<file path="src/hw/rtl/scaq_pkg.sv">
// -----------------------------------------------------------------------------
// scaq_pkg: shared types and constants for the scaled clock with alarm queue
// Opcodes, command kinds, status codes, sequencer states and the records that
// pass between the front queue, the execution back end and the result port.
// -----------------------------------------------------------------------------
package scaq_pkg;

   // Default number of alarm slots
   localparam int ALARM_SLOTS_DEF = 16;
   // Most alarms one tick may fire
   localparam int MAX_FIRE = 16;
   // Command queue between front and back
   localparam int CMDQ_DEPTH = 2;
   localparam int CMDQ_PTR_W = $clog2(CMDQ_DEPTH);
   localparam int CMDQ_CNT_W = $clog2(CMDQ_DEPTH + 1);

   // Field widths
   localparam int OPCODE_W = 3;
   localparam int DELTA_W  = 32;
   localparam int ID_W     = 8;
   localparam int TIME_W   = 48;
   localparam int SCALE_W  = 16;
   localparam int PROD_W   = DELTA_W + SCALE_W;
   localparam int SHIFT_Q  = 8;

   localparam logic [SCALE_W-1:0] SCALE_ONE = SCALE_W'(256);

   // Input opcodes
   typedef enum logic [OPCODE_W-1:0] {
      OP_TICK      = 3'd0,
      OP_ALARM_ABS = 3'd1,
      OP_ALARM_REL = 3'd2,
      OP_SET_TIME  = 3'd3,
      OP_RESET     = 3'd4,
      OP_PAUSE     = 3'd5,
      OP_UNPAUSE   = 3'd6
   } op_type;

   // Command kinds handed to the back end
   typedef enum logic [2:0] {
      CMD_TICK,
      CMD_ALARM_ABS,
      CMD_ALARM_REL,
      CMD_SET_TIME,
      CMD_CLEAR,
      CMD_PAUSE,
      CMD_RESUME,
      CMD_NOP
   } cmd_kind_type;

   // Result status codes
   typedef enum logic [1:0] {
      STATUS_OK   = 2'd0,
      STATUS_FULL = 2'd1,
      STATUS_SAT  = 2'd2
   } status_type;

   // Back-end sequencer states
   typedef enum logic [3:0] {
      BK_IDLE,
      BK_TICK_MUL,
      BK_TICK_ADD,
      BK_FIRE_CHK,
      BK_FIRE_CMP,
      BK_FIRE_END,
      BK_INS_RD,
      BK_INS_CMP,
      BK_EMIT
   } back_state_type;

   // Classified command
   typedef struct packed {
      cmd_kind_type        kind;
      logic [DELTA_W-1:0]  delta_time;
      logic [ID_W-1:0]     alarm_id;
      logic [TIME_W-1:0]   time_value;
   } cmd_type;

   // One alarm table entry
   typedef struct packed {
      logic [TIME_W-1:0] fire_time;
      logic [ID_W-1:0]   id;
   } alarm_type;

   // One result item
   typedef struct packed {
      logic               alarm_fired;
      logic [ID_W-1:0]    fired_id;
      logic               last_result;
      status_type         status;
      logic [TIME_W-1:0]  elapsed_now;
      logic [DELTA_W-1:0] delta_applied;
   } rsp_type;

endpackage

</file>
<file path="src/hw/rtl/scaq_front.sv">
// -----------------------------------------------------------------------------
// scaq_front: request intake and command queue
// Accepts request transfers, decodes the opcode into a command kind and holds
// the commands in a short queue until the back end takes them.
// -----------------------------------------------------------------------------
module scaq_front (
   input  logic                            clock,
   input  logic                            reset,
   input  logic                            req_push,
   output logic                            req_full,
   input  logic [scaq_pkg::OPCODE_W-1:0]   req_opcode,
   input  logic [scaq_pkg::DELTA_W-1:0]    req_delta_time,
   input  logic [scaq_pkg::ID_W-1:0]       req_alarm_id,
   input  logic [scaq_pkg::TIME_W-1:0]     req_time_value,
   output logic                            cmd_valid,
   input  logic                            cmd_pop,
   output scaq_pkg::cmd_type               cmd
);

   scaq_pkg::cmd_type                      slot_ff [scaq_pkg::CMDQ_DEPTH];
   logic [scaq_pkg::CMDQ_PTR_W-1:0]        wr_ptr_ff, wr_ptr_in;
   logic [scaq_pkg::CMDQ_PTR_W-1:0]        rd_ptr_ff, rd_ptr_in;
   logic [scaq_pkg::CMDQ_CNT_W-1:0]        fill_ff, fill_in;
   logic                                   push_ok;
   logic                                   pop_ok;
   scaq_pkg::cmd_kind_type                 kind;
   scaq_pkg::cmd_type                      cmd_new;

   // Classify the opcode; the unused code becomes a no-op
   always_comb begin
      unique case (req_opcode)
         scaq_pkg::OP_TICK:      kind = scaq_pkg::CMD_TICK;
         scaq_pkg::OP_ALARM_ABS: kind = scaq_pkg::CMD_ALARM_ABS;
         scaq_pkg::OP_ALARM_REL: kind = scaq_pkg::CMD_ALARM_REL;
         scaq_pkg::OP_SET_TIME:  kind = scaq_pkg::CMD_SET_TIME;
         scaq_pkg::OP_RESET:     kind = scaq_pkg::CMD_CLEAR;
         scaq_pkg::OP_PAUSE:     kind = scaq_pkg::CMD_PAUSE;
         scaq_pkg::OP_UNPAUSE:   kind = scaq_pkg::CMD_RESUME;
         default:                kind = scaq_pkg::CMD_NOP;
      endcase
   end

   assign cmd_new.kind       = kind;
   assign cmd_new.delta_time = req_delta_time;
   assign cmd_new.alarm_id   = req_alarm_id;
   assign cmd_new.time_value = req_time_value;

   // Queue flags and pointer updates
   assign req_full  = (fill_ff == scaq_pkg::CMDQ_CNT_W'(scaq_pkg::CMDQ_DEPTH));
   assign cmd_valid = (fill_ff != '0);
   assign push_ok   = req_push && !req_full;
   assign pop_ok    = cmd_pop && cmd_valid;
   assign cmd       = slot_ff[rd_ptr_ff];

   assign wr_ptr_in = push_ok ? wr_ptr_ff + 1'b1 : wr_ptr_ff;
   assign rd_ptr_in = pop_ok ? rd_ptr_ff + 1'b1 : rd_ptr_ff;

   always_comb begin
      fill_in = fill_ff;
      if (push_ok && !pop_ok) begin
         fill_in = fill_ff + 1'b1;
      end else if (pop_ok && !push_ok) begin
         fill_in = fill_ff - 1'b1;
      end
   end

   // Hold queue control
   always_ff @(posedge clock) begin
      if (reset) begin
         wr_ptr_ff <= '0;
         rd_ptr_ff <= '0;
         fill_ff   <= '0;
      end else begin
         wr_ptr_ff <= wr_ptr_in;
         rd_ptr_ff <= rd_ptr_in;
         fill_ff   <= fill_in;
      end
   end

   // Store the incoming command
   always_ff @(posedge clock) begin
      if (push_ok) begin
         slot_ff[wr_ptr_ff] <= cmd_new;
      end
   end

endmodule

</file>
<file path="src/hw/rtl/scaq_back.sv">
// -----------------------------------------------------------------------------
// scaq_back: clock state, alarm table and result register
// Executes one command at a time: scales and applies tick deltas, walks the
// due alarms in fire order, inserts new alarms in sorted order and loads one
// result per report into the output register.
// -----------------------------------------------------------------------------
module scaq_back #(
   parameter int ALARM_SLOTS = scaq_pkg::ALARM_SLOTS_DEF
) (
   input  logic                            clock,
   input  logic                            reset,
   input  logic                            csr_wr_en,
   input  logic [scaq_pkg::SCALE_W-1:0]    csr_wr_data,
   input  logic                            cmd_valid,
   output logic                            cmd_pop,
   input  scaq_pkg::cmd_type               cmd,
   output logic                            rsp_empty,
   input  logic                            rsp_pop,
   output scaq_pkg::rsp_type               rsp
);

   localparam int IDX_W = (ALARM_SLOTS > 1) ? $clog2(ALARM_SLOTS) : 1;
   localparam int CNT_W = $clog2(ALARM_SLOTS + 1);
   localparam int SUM_W = CNT_W + 1;
   localparam int TW    = scaq_pkg::TIME_W;
   localparam int DW    = scaq_pkg::DELTA_W;

   // Physical slot of a logical position behind the head
   function automatic logic [IDX_W-1:0] slot_at(input logic [IDX_W-1:0] base,
                                                input logic [CNT_W-1:0] off);
      logic [SUM_W-1:0] s;
      s = SUM_W'(base) + SUM_W'(off);
      if (s >= SUM_W'(ALARM_SLOTS)) begin
         s = s - SUM_W'(ALARM_SLOTS);
      end
      return s[IDX_W-1:0];
   endfunction

   scaq_pkg::back_state_type          state_ff, state_in;
   scaq_pkg::cmd_type                 cur_ff, cur_in;
   logic [scaq_pkg::SCALE_W-1:0]      scale_ff, scale_in;
   logic [TW-1:0]                     elapsed_ff, elapsed_in;
   logic [DW-1:0]                     delta_ff, delta_in;
   logic                              paused_ff, paused_in;
   logic [CNT_W-1:0]                  count_ff, count_in;
   logic [IDX_W-1:0]                  head_ff, head_in;
   scaq_pkg::status_type              status_ff, status_in;
   logic [CNT_W-1:0]                  idx_ff, idx_in;
   logic [TW-1:0]                     target_ff, target_in;
   logic                              pend_valid_ff, pend_valid_in;
   logic [scaq_pkg::ID_W-1:0]         pend_id_ff, pend_id_in;
   logic [scaq_pkg::PROD_W-1:0]       prod_ff, prod_in;
   scaq_pkg::alarm_type               alarm_mem [ALARM_SLOTS];
   scaq_pkg::alarm_type               rd_ff;
   logic [IDX_W-1:0]                  rd_addr;
   logic                              wr_en;
   logic [IDX_W-1:0]                  wr_addr;
   scaq_pkg::alarm_type               wr_data;
   logic                              rsp_valid_ff, rsp_valid_in;
   scaq_pkg::rsp_type                 rsp_ff, rsp_in;
   logic                              rsp_load;
   logic                              slot_free;
   logic                              table_full;
   logic                              fire_more;
   logic                              due;
   logic                              later;
   logic [TW:0]                       rel_sum;
   logic [TW-scaq_pkg::SHIFT_Q-DW+DW-1:0] d_raw;
   logic                              d_sat;
   logic [DW-1:0]                     d_val;
   logic [TW:0]                       tick_sum;
   logic [CNT_W-1:0]                  prev_off;

   // Shared conditions
   assign slot_free  = !rsp_valid_ff || rsp_pop;
   assign table_full = (count_ff >= CNT_W'(ALARM_SLOTS));
   assign fire_more  = (idx_ff < count_ff) && (32'(idx_ff) < scaq_pkg::MAX_FIRE);
   assign due        = (rd_ff.fire_time <= elapsed_ff);
   assign later      = (rd_ff.fire_time > target_ff);
   assign rel_sum    = {1'b0, elapsed_ff} + {1'b0, cmd.time_value};
   assign d_raw      = prod_ff[scaq_pkg::PROD_W-1:scaq_pkg::SHIFT_Q];
   assign d_sat      = |d_raw[$bits(d_raw)-1:DW];
   assign d_val      = paused_ff ? '0 : (d_sat ? '1 : d_raw[DW-1:0]);
   assign tick_sum   = {1'b0, elapsed_ff} + (TW+1)'(d_val);
   assign prev_off   = (idx_ff > CNT_W'(1)) ? idx_ff - CNT_W'(2) : '0;
   assign cmd_pop    = (state_ff == scaq_pkg::BK_IDLE) && cmd_valid;

   // Next state
   always_comb begin
      state_in = state_ff;
      unique case (state_ff)
         scaq_pkg::BK_IDLE: begin
            if (cmd_valid) begin
               unique case (cmd.kind)
                  scaq_pkg::CMD_TICK: state_in = scaq_pkg::BK_TICK_MUL;
                  scaq_pkg::CMD_ALARM_ABS,
                  scaq_pkg::CMD_ALARM_REL:
                     state_in = table_full ? scaq_pkg::BK_EMIT : scaq_pkg::BK_INS_RD;
                  default: state_in = scaq_pkg::BK_EMIT;
               endcase
            end
         end
         scaq_pkg::BK_TICK_MUL: state_in = scaq_pkg::BK_TICK_ADD;
         scaq_pkg::BK_TICK_ADD: state_in = scaq_pkg::BK_FIRE_CHK;
         scaq_pkg::BK_FIRE_CHK:
            state_in = fire_more ? scaq_pkg::BK_FIRE_CMP : scaq_pkg::BK_FIRE_END;
         scaq_pkg::BK_FIRE_CMP: begin
            priority if (!due) begin
               state_in = scaq_pkg::BK_FIRE_END;
            end else if (!pend_valid_ff || slot_free) begin
               state_in = scaq_pkg::BK_FIRE_CHK;
            end
         end
         scaq_pkg::BK_FIRE_END: begin
            if (slot_free) begin
               state_in = scaq_pkg::BK_IDLE;
            end
         end
         scaq_pkg::BK_INS_RD:
            state_in = (idx_ff == '0) ? scaq_pkg::BK_EMIT : scaq_pkg::BK_INS_CMP;
         scaq_pkg::BK_INS_CMP: begin
            priority if (!later) begin
               state_in = scaq_pkg::BK_EMIT;
            end else if (idx_ff == CNT_W'(1)) begin
               state_in = scaq_pkg::BK_INS_RD;
            end
         end
         scaq_pkg::BK_EMIT: begin
            if (slot_free) begin
               state_in = scaq_pkg::BK_IDLE;
            end
         end
         default: state_in = scaq_pkg::BK_IDLE;
      endcase
   end

   // Datapath, table access and result loads
   always_comb begin
      cur_in        = cur_ff;
      scale_in      = csr_wr_en ? csr_wr_data : scale_ff;
      elapsed_in    = elapsed_ff;
      delta_in      = delta_ff;
      paused_in     = paused_ff;
      count_in      = count_ff;
      head_in       = head_ff;
      status_in     = status_ff;
      idx_in        = idx_ff;
      target_in     = target_ff;
      pend_valid_in = pend_valid_ff;
      pend_id_in    = pend_id_ff;
      prod_in       = prod_ff;
      rd_addr       = slot_at(head_ff, idx_ff);
      wr_en         = 1'b0;
      wr_addr       = slot_at(head_ff, idx_ff);
      wr_data       = rd_ff;
      rsp_load      = 1'b0;
      rsp_in.alarm_fired   = 1'b0;
      rsp_in.fired_id      = '0;
      rsp_in.last_result   = 1'b1;
      rsp_in.status        = status_ff;
      rsp_in.elapsed_now   = elapsed_ff;
      rsp_in.delta_applied = delta_ff;

      unique case (state_ff)
         // Take a command and apply the simple ones at once
         scaq_pkg::BK_IDLE: begin
            if (cmd_valid) begin
               cur_in    = cmd;
               status_in = scaq_pkg::STATUS_OK;
               unique case (cmd.kind)
                  scaq_pkg::CMD_ALARM_ABS,
                  scaq_pkg::CMD_ALARM_REL: begin
                     if (table_full) begin
                        status_in = scaq_pkg::STATUS_FULL;
                     end else begin
                        idx_in = count_ff;
                        if (cmd.kind == scaq_pkg::CMD_ALARM_REL) begin
                           target_in = rel_sum[TW] ? '1 : rel_sum[TW-1:0];
                           if (rel_sum[TW]) begin
                              status_in = scaq_pkg::STATUS_SAT;
                           end
                        end else begin
                           target_in = cmd.time_value;
                        end
                     end
                  end
                  scaq_pkg::CMD_SET_TIME: elapsed_in = cmd.time_value;
                  scaq_pkg::CMD_CLEAR: begin
                     elapsed_in = '0;
                     delta_in   = '0;
                     paused_in  = 1'b0;
                  end
                  scaq_pkg::CMD_PAUSE:  paused_in = 1'b1;
                  scaq_pkg::CMD_RESUME: paused_in = 1'b0;
                  default: ;
               endcase
            end
         end
         // Scale the delta
         scaq_pkg::BK_TICK_MUL: begin
            prod_in = scaq_pkg::PROD_W'(cur_ff.delta_time) *
                      scaq_pkg::PROD_W'(scale_ff);
         end
         // Apply the delta with saturation
         scaq_pkg::BK_TICK_ADD: begin
            delta_in      = d_val;
            elapsed_in    = tick_sum[TW] ? '1 : tick_sum[TW-1:0];
            status_in     = ((!paused_ff && d_sat) || tick_sum[TW]) ?
                            scaq_pkg::STATUS_SAT : scaq_pkg::STATUS_OK;
            idx_in        = '0;
            pend_valid_in = 1'b0;
         end
         scaq_pkg::BK_FIRE_CHK: ;
         // Advance over a due alarm; report the previous one as not last
         scaq_pkg::BK_FIRE_CMP: begin
            if (due && (!pend_valid_ff || slot_free)) begin
               if (pend_valid_ff) begin
                  rsp_load             = 1'b1;
                  rsp_in.alarm_fired   = 1'b1;
                  rsp_in.fired_id      = pend_id_ff;
                  rsp_in.last_result   = 1'b0;
               end
               pend_valid_in = 1'b1;
               pend_id_in    = rd_ff.id;
               idx_in        = idx_ff + 1'b1;
            end
         end
         // Report the final alarm, or no alarm, and drop fired entries
         scaq_pkg::BK_FIRE_END: begin
            if (slot_free) begin
               rsp_load           = 1'b1;
               rsp_in.alarm_fired = pend_valid_ff;
               rsp_in.fired_id    = pend_valid_ff ? pend_id_ff : '0;
               head_in            = slot_at(head_ff, idx_ff);
               count_in           = count_ff - idx_ff;
            end
         end
         // Read the neighbor below, or place the alarm at the front
         scaq_pkg::BK_INS_RD: begin
            rd_addr = slot_at(head_ff, idx_ff - CNT_W'(1));
            if (idx_ff == '0) begin
               wr_en    = 1'b1;
               wr_data  = '{fire_time: target_ff, id: cur_ff.alarm_id};
               count_in = count_ff + 1'b1;
            end
         end
         // Shift a later entry up, or place the alarm above it
         scaq_pkg::BK_INS_CMP: begin
            rd_addr = slot_at(head_ff, prev_off);
            wr_en   = 1'b1;
            if (later) begin
               idx_in = idx_ff - 1'b1;
            end else begin
               wr_data  = '{fire_time: target_ff, id: cur_ff.alarm_id};
               count_in = count_ff + 1'b1;
            end
         end
         scaq_pkg::BK_EMIT: begin
            rsp_load = slot_free;
         end
         default: ;
      endcase
   end

   assign rsp_valid_in = rsp_load || (rsp_valid_ff && !rsp_pop);
   assign rsp_empty    = !rsp_valid_ff;
   assign rsp          = rsp_ff;

   // Control registers
   always_ff @(posedge clock) begin
      if (reset) begin
         state_ff      <= scaq_pkg::BK_IDLE;
         scale_ff      <= scaq_pkg::SCALE_ONE;
         elapsed_ff    <= '0;
         delta_ff      <= '0;
         paused_ff     <= 1'b0;
         count_ff      <= '0;
         head_ff       <= '0;
         pend_valid_ff <= 1'b0;
         rsp_valid_ff  <= 1'b0;
      end else begin
         state_ff      <= state_in;
         scale_ff      <= scale_in;
         elapsed_ff    <= elapsed_in;
         delta_ff      <= delta_in;
         paused_ff     <= paused_in;
         count_ff      <= count_in;
         head_ff       <= head_in;
         pend_valid_ff <= pend_valid_in;
         rsp_valid_ff  <= rsp_valid_in;
      end
   end

   // Payload registers
   always_ff @(posedge clock) begin
      cur_ff     <= cur_in;
      status_ff  <= status_in;
      idx_ff     <= idx_in;
      target_ff  <= target_in;
      pend_id_ff <= pend_id_in;
      prod_ff    <= prod_in;
      if (rsp_load) begin
         rsp_ff <= rsp_in;
      end
   end

   // Alarm table: one write and one registered read per cycle
   always_ff @(posedge clock) begin
      if (wr_en) begin
         alarm_mem[wr_addr] <= wr_data;
      end
      rd_ff <= alarm_mem[rd_addr];
   end

   // Checks
   a_count_bound: assert property (@(posedge clock) disable iff (reset)
      count_ff <= CNT_W'(ALARM_SLOTS))
      else $error("alarm count beyond table size");

   a_no_overwrite: assert property (@(posedge clock) disable iff (reset)
      rsp_load |-> (!rsp_valid_ff || rsp_pop))
      else $error("result register overwritten before transfer");

   a_insert_room: assert property (@(posedge clock) disable iff (reset)
      (state_ff == scaq_pkg::BK_INS_RD || state_ff == scaq_pkg::BK_INS_CMP)
      |-> (count_ff < CNT_W'(ALARM_SLOTS)))
      else $error("insert started on a full table");

   a_fire_in_range: assert property (@(posedge clock) disable iff (reset)
      (state_ff == scaq_pkg::BK_FIRE_CMP) |-> (idx_ff < count_ff))
      else $error("fire check beyond pending alarms");

endmodule

</file>
<file path="src/hw/rtl/scaled_clock_with_alarm_queue_top.sv">
// -----------------------------------------------------------------------------
// scaled_clock_with_alarm_queue_top: scaled clock with sorted alarm queue
// Elapsed-time counter driven by scaled ticks, with a table of pending alarms
// kept in fire-time order; a tick reports one result per fired alarm, or one if none fires.
//
//   Channel   Handshake          Payload
//   req_      push / full        opcode, delta_time, alarm_id, time_value
//   rsp_      pop / empty        alarm_fired, fired_id, last_result, status,
//                                elapsed_now, delta_applied
//   csr_      wr_en              wr_data = time_scale (Q8.8)
//
// Pause, unpause, reset, set, no-op and a dropped alarm go straight to the result;
// an alarm insert shifts each later entry up one slot before placing the alarm;
// a tick scales and adds its delta, then reports each due alarm and stops on an
// alarm not yet due. Two commands queue ahead of the sequencer.
// Reset clears the clock, the pause flag, the queue and the alarm count.
// A stalled result holds the sequencer only when it has the next one ready.
// -----------------------------------------------------------------------------
module scaled_clock_with_alarm_queue_top #(
   parameter int ALARM_SLOTS = scaq_pkg::ALARM_SLOTS_DEF
) (
   input  logic                            clock,
   input  logic                            reset,
   input  logic                            req_push,
   output logic                            req_full,
   input  logic [scaq_pkg::OPCODE_W-1:0]   req_opcode,
   input  logic [scaq_pkg::DELTA_W-1:0]    req_delta_time,
   input  logic [scaq_pkg::ID_W-1:0]       req_alarm_id,
   input  logic [scaq_pkg::TIME_W-1:0]     req_time_value,
   output logic                            rsp_empty,
   input  logic                            rsp_pop,
   output logic                            rsp_alarm_fired,
   output logic [scaq_pkg::ID_W-1:0]       rsp_fired_id,
   output logic                            rsp_last_result,
   output logic [1:0]                      rsp_status,
   output logic [scaq_pkg::TIME_W-1:0]     rsp_elapsed_now,
   output logic [scaq_pkg::DELTA_W-1:0]    rsp_delta_applied,
   input  logic                            csr_wr_en,
   input  logic [scaq_pkg::SCALE_W-1:0]    csr_wr_data
);

   logic                cmd_valid;
   logic                cmd_pop;
   scaq_pkg::cmd_type   cmd;
   scaq_pkg::rsp_type   rsp;

   // Intake and command queue
   scaq_front u_front (
      .clock          (clock),
      .reset          (reset),
      .req_push       (req_push),
      .req_full       (req_full),
      .req_opcode     (req_opcode),
      .req_delta_time (req_delta_time),
      .req_alarm_id   (req_alarm_id),
      .req_time_value (req_time_value),
      .cmd_valid      (cmd_valid),
      .cmd_pop        (cmd_pop),
      .cmd            (cmd)
   );

   // Execution and result register
   scaq_back #(
      .ALARM_SLOTS (ALARM_SLOTS)
   ) u_back (
      .clock       (clock),
      .reset       (reset),
      .csr_wr_en   (csr_wr_en),
      .csr_wr_data (csr_wr_data),
      .cmd_valid   (cmd_valid),
      .cmd_pop     (cmd_pop),
      .cmd         (cmd),
      .rsp_empty   (rsp_empty),
      .rsp_pop     (rsp_pop),
      .rsp         (rsp)
   );

   // Unpack the result record
   assign rsp_alarm_fired   = rsp.alarm_fired;
   assign rsp_fired_id      = rsp.fired_id;
   assign rsp_last_result   = rsp.last_result;
   assign rsp_status        = rsp.status;
   assign rsp_elapsed_now   = rsp.elapsed_now;
   assign rsp_delta_applied = rsp.delta_applied;

endmodule
</file>
<file path="config.mk">
export PLATFORM = sky130hd
export DESIGN_NAME = scaled_clock_with_alarm_queue_top
export DESIGN_NICKNAME = d
export VERILOG_FILES = /design/src/hw/rtl/scaq_pkg.sv /design/src/hw/rtl/scaq_front.sv /design/src/hw/rtl/scaq_back.sv /design/src/hw/rtl/scaled_clock_with_alarm_queue_top.sv
export SDC_FILE = /design/constraint.sdc
export NUM_CORES = 2
export LEC_CHECK = 0
export BUFFER_PORTS_ARGS = -buffer_cell sky130_fd_sc_hd__buf_2
export CELL_PAD_IN_SITES_DETAIL_PLACEMENT = 1
export CELL_PAD_IN_SITES_GLOBAL_PLACEMENT = 1
export CORE_UTILIZATION = 47
export DETAILED_ROUTE_END_ITERATION = 10
export PLACE_DENSITY = 0.85
export SETUP_SLACK_MARGIN = 0.3
export SLEW_MARGIN = 20
export SYNTH_ARGS = -nofsm -noshare
export SYNTH_HDL_FRONTEND = slang
export SYNTH_SLANG_ARGS = --single-unit
</file>
<file path="constraint.sdc">
create_clock -name clock -period 6.3 [get_ports clock]
set_input_delay 0.63 -clock clock [delete_from_list [all_inputs] [get_ports clock]]
set_output_delay 0.63 -clock clock [all_outputs]
set_load 0.05 [all_outputs]
</file>
==> run_results.csv <==
group,metric,value,unit
cells_and_area,areaGrowthSynthToFinish,15.86,%
drt,drt_iter0_markers,6608,
yosys,synthFlopType,"edfxtp_1",
yosys,synth-seq-cells,1486,
sta,holdWs,0.01741,ns
min_path,min_delay_path_depth,1,
cts,cts_buffer_depth,3,
drt,drt-pass1-iter-count,6,
setup_path,worst_path_max_delay_cell,"fa_1",
cts,htreeDepth,4,
setup_path,required,6.83,ns
sta,worstMarginPinSlew,1.110,ns
sta,post-route-period-util,115.6,%
grt,antenna_found_initial,13,
yosys,netlist_top_cells_count,"edfxtp_1 (1313), nand2_1 (925), inv_1 (618)",
drt,vias,61463,
yosys,async_reset_ff_share,0,%
sta,setup_violations,25,
yosys,synth_edf_count,1313,
sta,max-slew-margin-rel,25.81,%
cts,clock_latency,0.84,ns
drt,drt_drc_violations_left,0,
grt,grt_pass1_vias,65541,
yosys,syn-num-nets,7612,
floorplanning,die_area,0.1724,mm^2
setup_path,path_max_fanout,17,
grt,grt_max_degree,102,
setup_path,arrival,7.81,ns
min_path,holdPathEnd,"u_front.slot_ff[1][1]",
floorplanning,top_level_ports,206,
cts,cts_sinks,1486,
yosys,synth_top_cell_by_area,"edfxtp_1",
status,status,"finished, violations left",
cells_and_area,fillers,17018,
yosys,synthesis.area,0.08023,mm^2
setup_path,worstRegToRegCells,22,
yosys,synth_seq_area_share,53.46,%
sta,drv_slew,0,
placement,port-buffer-count,205,
min_path,hp-start,"req_time_value[1]",
yosys,avgSynthCellArea,11.86,um^2
cts,clk_pin_slew_worst_paths,0.08,ns
sta,fmax,137.3,MHz
cells_and_area,final_layout_size_suffix_gt1_share,15.93,%
sta,hold_violations,0,
yosys,synth_top_area_share,49.14,%
setup_path,path_cells,"buf_6 > nand2_1 > fa_1 > inv_1 > fa_1 > fa_1 > fa_1 > fa_1 > inv_1 > fa_1 > inv_1 > ha_1 > nand2_2 > nor2_4 > nand3_1 > or4_4 > o221ai_2 > o21ba_4 > o21bai_4 > nand2_1 > a31oi_1 > xor2_1",
floorplanning,core_area,0.1695,mm^2
setup_path,reg2reg_from,"u_back.scale_ff[2]",
grt,grt_use_total,32.96,%
floorplanning,start_util,47.34,%
yosys,yosys.cell_types.count,101,
sta,timing.final.ws_setup,-0.9841,ns
yosys,synth_warnings,0,
yosys,syn_inst,6765,
floorplanning,core.rowCount,151,
setup_path,critPathLaunchType,"flop",
drt,final_antenna_net_count,0,
setup_path,rr_endpoint,"u_back.prod_ff[45]",
job,maxCapViolCount,0,
floorplanning,die_h,415.2,um
drt,wirelength,300800,um
cts,cts_tree,"yes",
placement,dp.cells,9134,
cells_and_area,finalInstanceArea,0.09295,mm^2
drt,via_per_inst,6.433,
setup_path,endpoint_kind,"flop",
setup_path,critPathMaxStageDelay,0.79,ns
sta,clock_skew,0.06109,ns
setup_path,crit_top_cell,"fa_1",
grt,overflow,0,
min_path,hp-class,"in -> reg",
sta,rsz0062_at_grt,"yes",
cts,root_buffer,"clkbuf_16",
placement,dp_hpwl,180400,um
drt,wire_per_inst,31.49,um
setup_path,rrSetupSlack,-0.98,ns
placement,gp_congestion,0.9408,
cells_and_area,stdcell_count,9554,
yosys,synth_most_common_cell,"edfxtp_1",
setup_path,critPathKind,"reg -> reg",
status,violations,"setup timing",
cts,cts_made_buffers,155,
cells_and_area,fin_nets,8048,
sta,post-route-min-period,7.284,ns
yosys,synth_area_leaders,"edfxtp_1 (49%), fa_1 (11%), ha_1 (4.9%), nand2_1 (4.3%), dfxtp_1 (4.3%)",
floorplanning,die_w,415.2,um
grt,grt_first_pass_wirelength,425700,um
placement,place_area,0.08583,mm^2
-- cells in the final DEF (no fill, tap or decap), types with 19 or more instances in the layout --
| cell type | count |
|---|---|
| nand2_1 | 918 |
| mux2i_1 | 28 |
| a2111oi_2 | 26 |
| fa_2 | 21 |
| mux2_2 | 91 |
| nand3_1 | 48 |
| and2_0 | 22 |
| a211oi_1 | 328 |
| nor2_1 | 206 |
| edfxtp_1 | 1313 |
| clkinv_1 | 23 |
| buf_2 | 204 |
| a21oi_1 | 289 |
| buf_12 | 43 |
| clkbuf_1 | 34 |
| dlygate4sd3_1 | 59 |
| inv_1 | 605 |
| and2_1 | 411 |
| clkbuf_16 | 156 |
| dfxtp_1 | 160 |
| buf_4 | 335 |
| xor2_1 | 57 |
| clkinv_2 | 21 |
| ha_1 | 299 |
| o21ai_0 | 163 |
| a31oi_1 | 159 |
| o21bai_1 | 19 |
| nor2_4 | 22 |
| buf_6 | 29 |
| nand4_1 | 41 |
| xnor2_1 | 68 |
| a21o_1 | 105 |
| a311oi_1 | 119 |
| fa_1 | 401 |
| nor3_1 | 43 |
| a22oi_1 | 42 |
-- timing repair --
item,CTS,global route
pin swaps,39,51
hold buffers,59,0
endpoints found under the hold margin,116,0
gates cloned,0,1
resized for setup,102,89
endpoints found under the setup margin,28,36
setup buffers,37,31
-- critical path: cells and delay by family, from the launching register on --
family | cells | cell delay (ns)
fa+ha+maj | 7 | 3.93
simple gates | 6 | 1.17
compound gates | 4 | 0.81
buf+inv | 4 | 0.53
flops | 1 | 0.42
xor+xnor | 1 | 0.10
-- cell families (layout without fill, tap and decap cells) --
kind of cell             after synthesis  after routing  synth area share, %
XOR/XNOR                             129            129                1.408
AND/OR/NAND/NOR                     1830           1830                10.58
adder cells (fa/ha/maj)              735            735                15.41
flip-flops                          1486           1486                53.46
AO/OA/AOI/OAI                       1449           1449                12.61
other                                  0              9                    0
buffers and inverters               1014           1576                4.860
multiplexers                         122            122                1.666
-- how the worst max path moves through the flow --
stage                     cells after the start                  to          startpoint  slack (ns)
final                                        22  u_back.prod_ff[45]  u_back.scale_ff[2]       -0.98
after global routing                         22  u_back.prod_ff[39]  u_back.scale_ff[2]       -1.01
after CTS                                    22  u_back.prod_ff[47]   u_back.cur_ff[59]       -0.28
after detailed placement                     24  u_back.prod_ff[40]  u_back.scale_ff[1]       -0.48
after global placement                       24  u_back.prod_ff[40]  u_back.scale_ff[1]       -0.16
after floorplan                              22  u_back.prod_ff[42]  u_back.scale_ff[1]        0.23
-- per-stage QoR --
step	setup TNS [ns]	util, %	setup WS [ns]
after floorplan	0	-	0.2298
after global placement	-0.8426	50.63	-0.1636
after detailed placement	-5.171	50.65	-0.4796
after CTS	-2.046	54.46	-0.2767
after global routing	-14.85	54.83	-1.013
final	-14.27	54.85	-0.9841
-- flip-flops by register name, indices dropped and copies added, names as in the netlist, named ones only --
signal / count
u_back.alarm_mem: 896
u_front.slot_ff: 182
u_back.rsp: 92
u_back.rd_ff: 56
u_back.elapsed_ff: 48
u_back.target_ff: 48
u_back.cur_ff: 40
u_back.prod_ff: 40
u_back.delta_ff: 32
u_back.scale_ff: 16
u_back.pend_id_ff: 8
u_back.count_ff: 5
u_back.idx_ff: 5
u_back.head_ff: 4
u_back.state_ff: 4
u_back.status_ff: 2
u_front.fill_ff: 2
u_back.paused_ff: 1
u_back.pend_valid_ff: 1
u_back.rsp_valid_ff: 1
u_front.rd_ptr_ff: 1
u_front.wr_ptr_ff: 1
-- area by class of cell --
type	count	area, um^2	share of cell area [%]
multi-input cells	4265	34320	36.92
well taps	2218	2775	2.986
clock inverters	84	1020	1.097
flip-flops and latches	1486	42920	46.18
clock buffers	199	4144	4.458
inverters	618	2320	2.496
repair buffers	675	5424	5.835
diodes	9	22.52	0.02423
-- routing by layer --
metal  share of wire, %  up-vias  global-route usage (%)
li1                   -    24943                       -
met3                9.8     1420                   6.918
met1                 34    30818                   38.30
met2                 48     4268                   55.93
met4                8.0       14                   20.10
met5              0.061        -                       0
Power is left out: the tool's default activity adds up to more than one toggle a clock period on the data nets, which glitch-free logic cannot reach.
